`src/hw/rtl/assert_macros.svh`:
```
// assertion macros for the descriptor ring
// each macro takes a label, a clock, an active-low reset, an antecedent,
// a consequent and a message
`ifndef ASSERT_MACROS_SVH
`define ASSERT_MACROS_SVH

`ifndef NO_ASSERTIONS

// consequent must hold in the same cycle
`define ASSERT_SAME(label, clk, rst_n, ante, cons, msg) \
    label: assert property (@(posedge clk) disable iff (!rst_n) (ante) |-> (cons)) \
        else $error(msg);

// consequent must hold in the following cycle
`define ASSERT_NEXT(label, clk, rst_n, ante, cons, msg) \
    label: assert property (@(posedge clk) disable iff (!rst_n) (ante) |=> (cons)) \
        else $error(msg);

`else

`define ASSERT_SAME(label, clk, rst_n, ante, cons, msg)

`define ASSERT_NEXT(label, clk, rst_n, ante, cons, msg)

`endif

`endif

```
`src/hw/rtl/fdr_pkg.sv`:
```
package fdr_pkg;

    // operation codes
    localparam logic [1:0] OP_PUSH     = 2'd0;
    localparam logic [1:0] OP_POP      = 2'd1;
    localparam logic [1:0] OP_RELEASE  = 2'd2;
    localparam logic [1:0] OP_SHUTDOWN = 2'd3;

    // status codes
    localparam logic [2:0] ST_OK          = 3'd0;
    localparam logic [2:0] ST_BAD_LEN     = 3'd1;
    localparam logic [2:0] ST_SHUT        = 3'd2;
    localparam logic [2:0] ST_NEW_DROPPED = 3'd3;
    localparam logic [2:0] ST_EMPTY       = 3'd4;
    localparam logic [2:0] ST_DONE        = 3'd5;

    // one stored frame descriptor
    typedef struct packed {
        logic [63:0] seq;
        logic [63:0] stamp;
        logic [31:0] format;
        logic [15:0] width;
        logic [15:0] height;
        logic [31:0] length;
    } desc_t;

    localparam int DESC_W = $bits(desc_t);

    // decision made when a word is accepted, waiting for the descriptor read
    typedef struct packed {
        logic [2:0] status;
        logic       oldest;
        logic [3:0] slot;
        logic       pop_ok;
    } res_t;

    // running totals
    typedef struct packed {
        logic [31:0] pushed;
        logic [31:0] dropped;
        logic [31:0] popped;
    } cnt_t;

endpackage

```
`src/hw/rtl/fdr_cmd_if.sv`:
```
interface fdr_cmd_if;
    logic        valid;
    logic        ready;
    logic [1:0]  op;
    logic [63:0] frame_seq;
    logic [63:0] frame_time;
    logic [31:0] pix_format;
    logic [15:0] frame_width;
    logic [15:0] frame_height;
    logic [31:0] frame_length;
    logic [3:0]  release_slot;

    modport source (
        output valid, op, frame_seq, frame_time, pix_format, frame_width,
               frame_height, frame_length, release_slot,
        input  ready
    );

    modport sink (
        input  valid, op, frame_seq, frame_time, pix_format, frame_width,
               frame_height, frame_length, release_slot,
        output ready
    );
endinterface

```
`src/hw/rtl/fdr_rsp_if.sv`:
```
interface fdr_rsp_if;
    logic        valid;
    logic        ready;
    logic [2:0]  status;
    logic        oldest_dropped;
    logic [3:0]  slot_index;
    logic [63:0] out_seq;
    logic [63:0] out_time;
    logic [31:0] out_format;
    logic [15:0] out_width;
    logic [15:0] out_height;
    logic [31:0] out_length;
    logic [31:0] pushed_total;
    logic [31:0] dropped_total;
    logic [31:0] popped_total;

    modport source (
        output valid, status, oldest_dropped, slot_index, out_seq, out_time,
               out_format, out_width, out_height, out_length, pushed_total,
               dropped_total, popped_total,
        input  ready
    );

    modport sink (
        input  valid, status, oldest_dropped, slot_index, out_seq, out_time,
               out_format, out_width, out_height, out_length, pushed_total,
               dropped_total, popped_total,
        output ready
    );
endinterface

```
`src/hw/rtl/fdr_ram.sv`:
```
module fdr_ram #(
    parameter int WIDTH = 8,
    parameter int DEPTH = 16
) (
    input  logic                     clk,
    input  logic                     we,
    input  logic [$clog2(DEPTH)-1:0] waddr,
    input  logic [WIDTH-1:0]         wdata,
    input  logic                     re,
    input  logic [$clog2(DEPTH)-1:0] raddr,
    output logic [WIDTH-1:0]         rdata
);

    logic [WIDTH-1:0] mem [DEPTH];

    // single write port
    always_ff @(posedge clk)
    begin
        if (we)
        begin
            mem[waddr] <= wdata;
        end
    end

    // registered read port
    always_ff @(posedge clk)
    begin
        if (re)
        begin
            rdata <= mem[raddr];
        end
    end

endmodule

```
`src/hw/rtl/fdr_ctrl.sv`:
```
module fdr_ctrl
    import fdr_pkg::*;
#(
    parameter int DEPTH = 16
) (
    input  logic                     clk,
    input  logic                     rst_n,
    input  logic                     cfg_we,
    input  logic [31:0]              cfg_data,
    fdr_cmd_if.sink                  cmd,
    input  logic                     s1_take,
    output logic                     s1_valid,
    output res_t                     s1_res,
    output cnt_t                     cnt,
    output logic                     ram_we,
    output logic [$clog2(DEPTH)-1:0] ram_waddr,
    output desc_t                    ram_wdata,
    output logic                     ram_re,
    output logic [$clog2(DEPTH)-1:0] ram_raddr
);

    localparam int PW = $clog2(DEPTH);
    localparam int CW = $clog2(DEPTH + 1);

    logic [31:0]      max_len_reg;
    logic [PW-1:0]    wp_reg, wp_next;
    logic [PW-1:0]    rp_reg, rp_next;
    logic [CW-1:0]    fill_reg, fill_next;
    logic [DEPTH-1:0] held_reg, held_next;
    logic             stopped_reg, stopped_next;
    cnt_t             cnt_reg, cnt_next;
    logic             s1_valid_reg;
    res_t             s1_res_reg, res_d;

    logic       accept;
    logic       full;
    logic       tail_held;
    logic       head_held;
    logic       bad_len;
    logic       wr;
    logic [1:0] drop_inc;

    function automatic logic [PW-1:0] next_pos(input logic [PW-1:0] p);
        next_pos = (p == PW'(DEPTH - 1)) ? '0 : p + 1'b1;
    endfunction

    assign cmd.ready = !s1_valid_reg || s1_take;
    assign accept    = cmd.valid && cmd.ready;

    assign full      = (fill_reg == CW'(DEPTH));
    assign tail_held = held_reg[rp_reg];
    assign head_held = held_reg[wp_reg];
    assign bad_len   = (cmd.frame_length == 32'd0) || (cmd.frame_length > max_len_reg);

    // decide the operation against the current ring state
    always_comb
    begin
        wp_next      = wp_reg;
        rp_next      = rp_reg;
        held_next    = held_reg;
        stopped_next = stopped_reg;
        wr           = 1'b0;
        drop_inc     = 2'd0;
        res_d.status = ST_DONE;
        res_d.oldest = 1'b0;
        res_d.slot   = 4'd0;
        res_d.pop_ok = 1'b0;

        unique case (cmd.op)
            OP_PUSH:
            begin
                if (bad_len)
                begin
                    res_d.status = ST_BAD_LEN;
                end
                else if (stopped_reg)
                begin
                    res_d.status = ST_SHUT;
                end
                else if (full && tail_held)
                begin
                    res_d.status = ST_NEW_DROPPED;
                    drop_inc     = 2'd1;
                end
                else
                begin
                    if (full)
                    begin
                        res_d.oldest = 1'b1;
                        rp_next      = next_pos(rp_reg);
                    end
                    if (head_held)
                    begin
                        res_d.status = ST_NEW_DROPPED;
                        drop_inc     = {1'b0, full} + 2'd1;
                    end
                    else
                    begin
                        res_d.status = ST_OK;
                        res_d.slot   = 4'(wp_reg);
                        drop_inc     = {1'b0, full};
                        wr           = 1'b1;
                        wp_next      = next_pos(wp_reg);
                    end
                end
            end
            OP_POP:
            begin
                if (stopped_reg)
                begin
                    res_d.status = ST_SHUT;
                end
                else if (fill_reg == '0)
                begin
                    res_d.status = ST_EMPTY;
                end
                else
                begin
                    res_d.status     = ST_OK;
                    res_d.slot       = 4'(rp_reg);
                    res_d.pop_ok     = 1'b1;
                    held_next[rp_reg] = 1'b1;
                    rp_next          = next_pos(rp_reg);
                end
            end
            OP_RELEASE:
            begin
                // slots beyond the ring never match
                for (int i = 0; i < DEPTH; i++)
                begin
                    if ({28'd0, cmd.release_slot} == 32'(i))
                    begin
                        held_next[i] = 1'b0;
                    end
                end
            end
            OP_SHUTDOWN:
            begin
                stopped_next = 1'b1;
            end
            default:
            begin
                res_d.status = ST_DONE;
            end
        endcase

        fill_next = fill_reg - CW'(res_d.oldest) - CW'(res_d.pop_ok) + CW'(wr);

        cnt_next.pushed  = cnt_reg.pushed + 32'(wr);
        cnt_next.dropped = cnt_reg.dropped + 32'(drop_inc);
        cnt_next.popped  = cnt_reg.popped + 32'(res_d.pop_ok);
    end

    // configuration register
    always_ff @(posedge clk or negedge rst_n)
    begin
        if (!rst_n)
        begin
            max_len_reg <= 32'hFFFF_FFFF;
        end
        else if (cfg_we)
        begin
            max_len_reg <= cfg_data;
        end
    end

    // ring state, applied on an accepted word
    always_ff @(posedge clk or negedge rst_n)
    begin
        if (!rst_n)
        begin
            wp_reg      <= '0;
            rp_reg      <= '0;
            fill_reg    <= '0;
            held_reg    <= '0;
            stopped_reg <= 1'b0;
            cnt_reg     <= '0;
        end
        else if (accept)
        begin
            wp_reg      <= wp_next;
            rp_reg      <= rp_next;
            fill_reg    <= fill_next;
            held_reg    <= held_next;
            stopped_reg <= stopped_next;
            cnt_reg     <= cnt_next;
        end
    end

    // decision waits here for the descriptor read
    always_ff @(posedge clk or negedge rst_n)
    begin
        if (!rst_n)
        begin
            s1_valid_reg <= 1'b0;
        end
        else if (accept)
        begin
            s1_valid_reg <= 1'b1;
        end
        else if (s1_take)
        begin
            s1_valid_reg <= 1'b0;
        end
    end

    always_ff @(posedge clk)
    begin
        if (accept)
        begin
            s1_res_reg <= res_d;
        end
    end

    // descriptor memory access
    assign ram_we           = accept && wr;
    assign ram_waddr        = wp_reg;
    assign ram_wdata.seq    = cmd.frame_seq;
    assign ram_wdata.stamp  = cmd.frame_time;
    assign ram_wdata.format = cmd.pix_format;
    assign ram_wdata.width  = cmd.frame_width;
    assign ram_wdata.height = cmd.frame_height;
    assign ram_wdata.length = cmd.frame_length;
    assign ram_re           = accept && res_d.pop_ok;
    assign ram_raddr        = rp_reg;

    assign s1_valid = s1_valid_reg;
    assign s1_res   = s1_res_reg;
    assign cnt      = cnt_reg;

endmodule

```
`src/hw/rtl/frame_descriptor_ring_drop_oldest.sv`:
```
// channel | dir | handshake      | carries
// cmd     | in  | valid / ready  | op, descriptor fields, release slot
// rsp     | out | valid / ready  | status, slot, popped descriptor, totals
// cfg     | in  | cfg_we         | max_frame_length
//
// one word per cycle sustained while rsp is ready; a taken word's decision
// is registered with the descriptor ram read, then in the output register
// the ring pointers, held flags and totals update in the accept cycle
// reset clears pointers, held flags, shutdown and totals; no clearing pass
// a stalled rsp holds the output register, then the decision stage, then cmd
`include "assert_macros.svh"

module frame_descriptor_ring_drop_oldest
    import fdr_pkg::*;
#(
    parameter int DEPTH = 16
) (
    input  logic        clk,
    input  logic        rst_n,
    input  logic        cfg_we,
    input  logic [31:0] cfg_data,
    fdr_cmd_if.sink     cmd,
    fdr_rsp_if.source   rsp
);

    localparam int PW = $clog2(DEPTH);

    logic          s1_valid;
    logic          s1_take;
    res_t          s1_res;
    cnt_t          cnt;
    logic          ram_we;
    logic [PW-1:0] ram_waddr;
    desc_t         ram_wdata;
    logic          ram_re;
    logic [PW-1:0] ram_raddr;
    logic [DESC_W-1:0] ram_rdata;
    desc_t         rd_desc;

    logic  out_valid_reg;
    res_t  out_res_reg;
    desc_t out_desc_reg;
    cnt_t  out_cnt_reg;

    fdr_ctrl #(
        .DEPTH (DEPTH)
    ) u_ctrl (
        .clk       (clk),
        .rst_n     (rst_n),
        .cfg_we    (cfg_we),
        .cfg_data  (cfg_data),
        .cmd       (cmd),
        .s1_take   (s1_take),
        .s1_valid  (s1_valid),
        .s1_res    (s1_res),
        .cnt       (cnt),
        .ram_we    (ram_we),
        .ram_waddr (ram_waddr),
        .ram_wdata (ram_wdata),
        .ram_re    (ram_re),
        .ram_raddr (ram_raddr)
    );

    fdr_ram #(
        .WIDTH (DESC_W),
        .DEPTH (DEPTH)
    ) u_ram (
        .clk   (clk),
        .we    (ram_we),
        .waddr (ram_waddr),
        .wdata (ram_wdata),
        .re    (ram_re),
        .raddr (ram_raddr),
        .rdata (ram_rdata)
    );

    assign rd_desc = desc_t'(ram_rdata);
    assign s1_take = s1_valid && (!out_valid_reg || rsp.ready);

    // output register
    always_ff @(posedge clk or negedge rst_n)
    begin
        if (!rst_n)
        begin
            out_valid_reg <= 1'b0;
        end
        else if (s1_take)
        begin
            out_valid_reg <= 1'b1;
        end
        else if (rsp.ready)
        begin
            out_valid_reg <= 1'b0;
        end
    end

    // totals are still those of this word while it waits in the decision stage
    always_ff @(posedge clk)
    begin
        if (s1_take)
        begin
            out_res_reg  <= s1_res;
            out_cnt_reg  <= cnt;
            out_desc_reg <= s1_res.pop_ok ? rd_desc : '0;
        end
    end

    assign rsp.valid          = out_valid_reg;
    assign rsp.status         = out_res_reg.status;
    assign rsp.oldest_dropped = out_res_reg.oldest;
    assign rsp.slot_index     = out_res_reg.slot;
    assign rsp.out_seq        = out_desc_reg.seq;
    assign rsp.out_time       = out_desc_reg.stamp;
    assign rsp.out_format     = out_desc_reg.format;
    assign rsp.out_width      = out_desc_reg.width;
    assign rsp.out_height     = out_desc_reg.height;
    assign rsp.out_length     = out_desc_reg.length;
    assign rsp.pushed_total   = out_cnt_reg.pushed;
    assign rsp.dropped_total  = out_cnt_reg.dropped;
    assign rsp.popped_total   = out_cnt_reg.popped;

    // checks
    `ASSERT_NEXT(a_accept_fills_stage, clk, rst_n, cmd.valid && cmd.ready, s1_valid, "accepted word lost before decision stage")
    `ASSERT_NEXT(a_take_fills_out, clk, rst_n, s1_take, out_valid_reg, "decision moved but output register empty")
    `ASSERT_NEXT(a_stage_holds, clk, rst_n, s1_valid && !s1_take, s1_valid, "waiting decision dropped")
    `ASSERT_SAME(a_oldest_status, clk, rst_n, s1_valid && s1_res.oldest, s1_res.status == ST_OK || s1_res.status == ST_NEW_DROPPED, "oldest drop with wrong status")

endmodule

```
`src/flat_wrapper.sv`:
```
// flat-port wrapper written by rule: the top's interface ports become plain ports
module frame_descriptor_ring_drop_oldest_flat import fdr_pkg::*;
#(
    parameter int DEPTH = 16
)
  (clk, rst_n, cfg_we, cfg_data, cmd_valid, cmd_op, cmd_frame_seq, cmd_frame_time, cmd_pix_format, cmd_frame_width, cmd_frame_height, cmd_frame_length, cmd_release_slot, cmd_ready, rsp_valid, rsp_status, rsp_oldest_dropped, rsp_slot_index, rsp_out_seq, rsp_out_time, rsp_out_format, rsp_out_width, rsp_out_height, rsp_out_length, rsp_pushed_total, rsp_dropped_total, rsp_popped_total, rsp_ready);
  fdr_cmd_if cmd_i ();
  fdr_rsp_if rsp_i ();
  input  logic clk;
  input  logic rst_n;
  input  logic cfg_we;
  input  logic [31:0] cfg_data;
  input wire logic [$bits(cmd_i.valid)-1:0] cmd_valid;
  input wire logic [$bits(cmd_i.op)-1:0] cmd_op;
  input wire logic [$bits(cmd_i.frame_seq)-1:0] cmd_frame_seq;
  input wire logic [$bits(cmd_i.frame_time)-1:0] cmd_frame_time;
  input wire logic [$bits(cmd_i.pix_format)-1:0] cmd_pix_format;
  input wire logic [$bits(cmd_i.frame_width)-1:0] cmd_frame_width;
  input wire logic [$bits(cmd_i.frame_height)-1:0] cmd_frame_height;
  input wire logic [$bits(cmd_i.frame_length)-1:0] cmd_frame_length;
  input wire logic [$bits(cmd_i.release_slot)-1:0] cmd_release_slot;
  output wire logic [$bits(cmd_i.ready)-1:0] cmd_ready;
  output wire logic [$bits(rsp_i.valid)-1:0] rsp_valid;
  output wire logic [$bits(rsp_i.status)-1:0] rsp_status;
  output wire logic [$bits(rsp_i.oldest_dropped)-1:0] rsp_oldest_dropped;
  output wire logic [$bits(rsp_i.slot_index)-1:0] rsp_slot_index;
  output wire logic [$bits(rsp_i.out_seq)-1:0] rsp_out_seq;
  output wire logic [$bits(rsp_i.out_time)-1:0] rsp_out_time;
  output wire logic [$bits(rsp_i.out_format)-1:0] rsp_out_format;
  output wire logic [$bits(rsp_i.out_width)-1:0] rsp_out_width;
  output wire logic [$bits(rsp_i.out_height)-1:0] rsp_out_height;
  output wire logic [$bits(rsp_i.out_length)-1:0] rsp_out_length;
  output wire logic [$bits(rsp_i.pushed_total)-1:0] rsp_pushed_total;
  output wire logic [$bits(rsp_i.dropped_total)-1:0] rsp_dropped_total;
  output wire logic [$bits(rsp_i.popped_total)-1:0] rsp_popped_total;
  input wire logic [$bits(rsp_i.ready)-1:0] rsp_ready;
  assign cmd_i.valid = cmd_valid;
  assign cmd_i.op = cmd_op;
  assign cmd_i.frame_seq = cmd_frame_seq;
  assign cmd_i.frame_time = cmd_frame_time;
  assign cmd_i.pix_format = cmd_pix_format;
  assign cmd_i.frame_width = cmd_frame_width;
  assign cmd_i.frame_height = cmd_frame_height;
  assign cmd_i.frame_length = cmd_frame_length;
  assign cmd_i.release_slot = cmd_release_slot;
  assign cmd_ready = cmd_i.ready;
  assign rsp_valid = rsp_i.valid;
  assign rsp_status = rsp_i.status;
  assign rsp_oldest_dropped = rsp_i.oldest_dropped;
  assign rsp_slot_index = rsp_i.slot_index;
  assign rsp_out_seq = rsp_i.out_seq;
  assign rsp_out_time = rsp_i.out_time;
  assign rsp_out_format = rsp_i.out_format;
  assign rsp_out_width = rsp_i.out_width;
  assign rsp_out_height = rsp_i.out_height;
  assign rsp_out_length = rsp_i.out_length;
  assign rsp_pushed_total = rsp_i.pushed_total;
  assign rsp_dropped_total = rsp_i.dropped_total;
  assign rsp_popped_total = rsp_i.popped_total;
  assign rsp_i.ready = rsp_ready;
  frame_descriptor_ring_drop_oldest #(.DEPTH(DEPTH)) u_core (.clk(clk), .rst_n(rst_n), .cfg_we(cfg_we), .cfg_data(cfg_data), .cmd(cmd_i), .rsp(rsp_i));
endmodule
```
`config.mk`:
```
export PLATFORM = sky130hd
export DESIGN_NAME = frame_descriptor_ring_drop_oldest_flat
export DESIGN_NICKNAME = d
export VERILOG_FILES = /design/src/hw/rtl/fdr_pkg.sv /design/src/hw/rtl/fdr_cmd_if.sv /design/src/hw/rtl/fdr_rsp_if.sv /design/src/hw/rtl/fdr_ram.sv /design/src/hw/rtl/fdr_ctrl.sv /design/src/hw/rtl/frame_descriptor_ring_drop_oldest.sv /design/src/flat_wrapper.sv
export VERILOG_INCLUDE_DIRS = /design/src /design/src/hw/rtl
export SDC_FILE = /design/constraint.sdc
export NUM_CORES = 2
export LEC_CHECK = 0
export BUFFER_PORTS_ARGS = -buffer_cell sky130_fd_sc_hd__buf_2
export CORE_MARGIN = 2
export CORE_UTILIZATION = 55
export DETAILED_ROUTE_END_ITERATION = 8
export PLACE_DENSITY = 0.74
export SLEW_MARGIN = 20
export SYNTH_ARGS = -nofsm -noshare
export SYNTH_HDL_FRONTEND = slang
export SYNTH_HIERARCHICAL = 1
export SYNTH_SLANG_ARGS = --single-unit
```
`constraint.sdc`:
```
create_clock -name clk -period 58 [get_ports clk]
set_clock_uncertainty 0.1 [all_clocks]
set_input_delay 11.6 -clock clk [delete_from_list [all_inputs] [get_ports clk]]
set_output_delay 11.6 -clock clk [all_outputs]
set_load 0.005 [all_outputs]
```
==> results.json <==
{
  "clockBufferDepth": 4,
  "fp.dieW_um": 548.6,
  "std_cell_rows": 199,
  "rrSetupSlack_ns": 50.89,
  "cp.buffers_inverters": 2,
  "synth_edf_count": 4145,
  "io_pins": 597,
  "critPathCaptureType": "primary output",
  "synth_warnings": 6,
  "grt_setup_unrepaired": "false",
  "synthFlopType": "edfxtp_1",
  "grt_pass1_vias": 79760,
  "synthesis.nets": 7827,
  "clock-sinks": 4305,
  "drtPass1Iterations": 6,
  "r2r_cells": 11,
  "cap_violations": 0,
  "critPathLaunchType": "input port",
  "cp.depth": 5,
  "synth_cell_type_count": 64,
  "p_leak_uw": 0.05867,
  "cts_made_buffers": 419,
  "hold_buffers": 0,
  "area_growth_pct": 11.88,
  "crit_arrival_ns": 13.16,
  "multi_input_area_um2": 30970,
  "min_path_type": "flop to flop",
  "report.final.slew_viol_count": 0,
  "yosysTopAreaCell": "edfxtp_1",
  "min_period_ns": 24.86,
  "routedWlPerCell_um": 30.86,
  "ant_nets": 0,
  "power_uw": 6216,
  "yosysTopAreaCellShare_pct": 76.29,
  "vdd_drop_max_mv": 0.02816,
  "cts_tree": "built",
  "drt_first_iter_violations": 9671,
  "syn_avg_cell_area_um2": 21.73,
  "fmax_mhz": 40.23,
  "hold_path_depth": 0,
  "yosys-top-cells-area": "edfxtp_1, mux4_2, dfrtp_1",
  "worstSkewPairLatency_ns": 0.94,
  "synth.yosys.seq_area_share_pct": 78.77,
  "globalplace.congestion": 0.8571,
  "die-area_um2": 301000,
  "wirelength_um": 382400,
  "tightest_slew_ns": 1.176,
  "tns_ns": 0,
  "stdcell_area_um2": 182500,
  "avgViaCountPerCell": 6.322,
  "fin_cells": 12390,
  "relSlewSlack_pct": 21.44,
  "status": "finished clean",
  "dpl_cell_area_um2": 168900,
  "vias": 78350,
  "worst-path-max-fanout": 46,
  "syn_inst": 7507,
  "io_buffers": 596,
  "layout_commonest_cell": "edfxtp_1",
  "final_net_count": 8401,
  "period_share_pct": 42.86,
  "antenna_found_initial": 120,
  "cts_root_buf": "clkbuf_16",
  "crit_path_cell_trace": "buf_2 -> nand2b_1 -> and2_4 -> nand2b_1 -> buf_2",
  "regArea_um2": 128500,
  "hold_violations": 0,
  "dp_cells": 11580,
  "ys_seq_elements": 4305,
  "grt_pass1_wl_um": 555900,
  "h-tree-depth": 5,
  "largest_reg_flops": 3584,
  "synthesis.area_um2": 163200,
  "power.density_nw_per_um2": 34.06,
  "drive_gt1_share_pct": 28.08,
  "fp.coreArea_um2": 294600,
  "dpl.hpwl_um": 204900,
  "mostFrequentLayoutCells": "edfxtp_1, mux4_2, buf_2",
  "clk_pin_slew_worst_paths_ns": 0.06,
  "slowest_delay_ns": 0.70,
  "post_cts_buffers": 0,
  "grt.overflow.total": 0,
  "grt_usage_pct": 25.35,
  "finalSetupViolCount": 0,
  "cts-resized-gates": 0,
  "synthArstFlopShare_pct": 3.717,
  "grt_start_max_net_pins": 168,
  "crit_family": "simple AND/OR/NAND/NOR gates",
  "worstSetupPathType": "input port to primary output",
  "worstPathRequired_ns": 46.30,
  "route.detailed.drc": 0,
  "critPathSlowestCell": "and2_4",
  "n_fill_cell": 19440,
  "die_h_um": 548.6,
  "start_util_pct": 55.39
}
[logic make-up after synthesis]
family	synth area share [%]
and+or+nand+nor	2.560
xor gates and xnor gates	0.5046
muxes	12.75
AOI/OAI and AO/OA	2.638
buffers and inverters	2.358
adders and majority gates	0.4203
DFF	78.77
[where the power goes]
part	internal (uW)	switching [uW]	leakage [uW]	total, uW
logic	30.4	83.8	0.0124	114
registers	3430	9.14	0.0396	3440
clock network	1510	1150	0.00660	2660
[layer usage]
metal  wire, um  global-route usage (%)  up-vias
met2     185600                   40.60     4209
met5        467                       0        -
met1     147600                   35.64    41490
met4      10510                   7.278       72
li1           -                       -    31860
met3      38270                   5.471      721
[cell usage after synthesis (48+ instances only)]
| cell | count |
|---|---|
| ha_1 | 50 |
| mux4_2 | 841 |
| clkbuf_1 | 135 |
| mux2_2 | 121 |
| o21ai_0 | 101 |
| nor2b_1 | 48 |
| inv_1 | 64 |
| dfrtp_1 | 128 |
| nand2_1 | 281 |
| buf_4 | 306 |
| nor2_1 | 63 |
| and2_1 | 233 |
| buf_2 | 80 |
| edfxtp_1 | 4145 |
| a22oi_1 | 376 |
| xnor2_1 | 68 |
[cell type report]
class	count	area share [%]
timing repair buffer	732	2.346
clock inverter	266	1.391
tap	3919	2.686
clock buffer	508	5.996
inverter	65	0.1378
multi-input combinational	2558	16.97
antenna	41	0.05621
sequential	4305	70.42
[path summary, 6_finish.rpt]
path                                                   startpoint                            endpoint
setup reg to reg           u_core/u_ctrl/ram_raddr[0]$_DFFE_PN0P_  u_core/u_ram/mem[1][186]$_DFFE_PP_
hold / removal                  u_core/u_ctrl/s1_res[1]$_DFFE_PP_  u_core/rsp.slot_index[0]$_DFFE_PP_
setup / recovery                                        rsp_ready                           cmd_ready
hold reg to reg                 u_core/u_ctrl/s1_res[1]$_DFFE_PP_  u_core/rsp.slot_index[0]$_DFFE_PP_
min in group asynchronous                                   rst_n   u_core/u_ctrl/cnt[25]$_DFFE_PN0P_
max in group asynchronous                                   rst_n   u_core/u_ctrl/cnt[90]$_DFFE_PN0P_
[stage by stage]
| step | setup slack (ns) | hold WS (ns) | utilization [%] |
|---|---|---|---|
| after global routing | 33.08 | 0.3262 | 61.95 |
| after CTS | 33.14 | 0.3222 | 61.91 |
| after floorplan | 20.95 | 0.3003 | - |
| final | 33.14 | 0.3239 | 61.97 |
| after detailed placement | 33.15 | 0.3081 | 57.33 |
| after global placement | 33.18 | 0.3003 | 57.33 |
No activity file was read; power rests on OpenSTA's default activity.
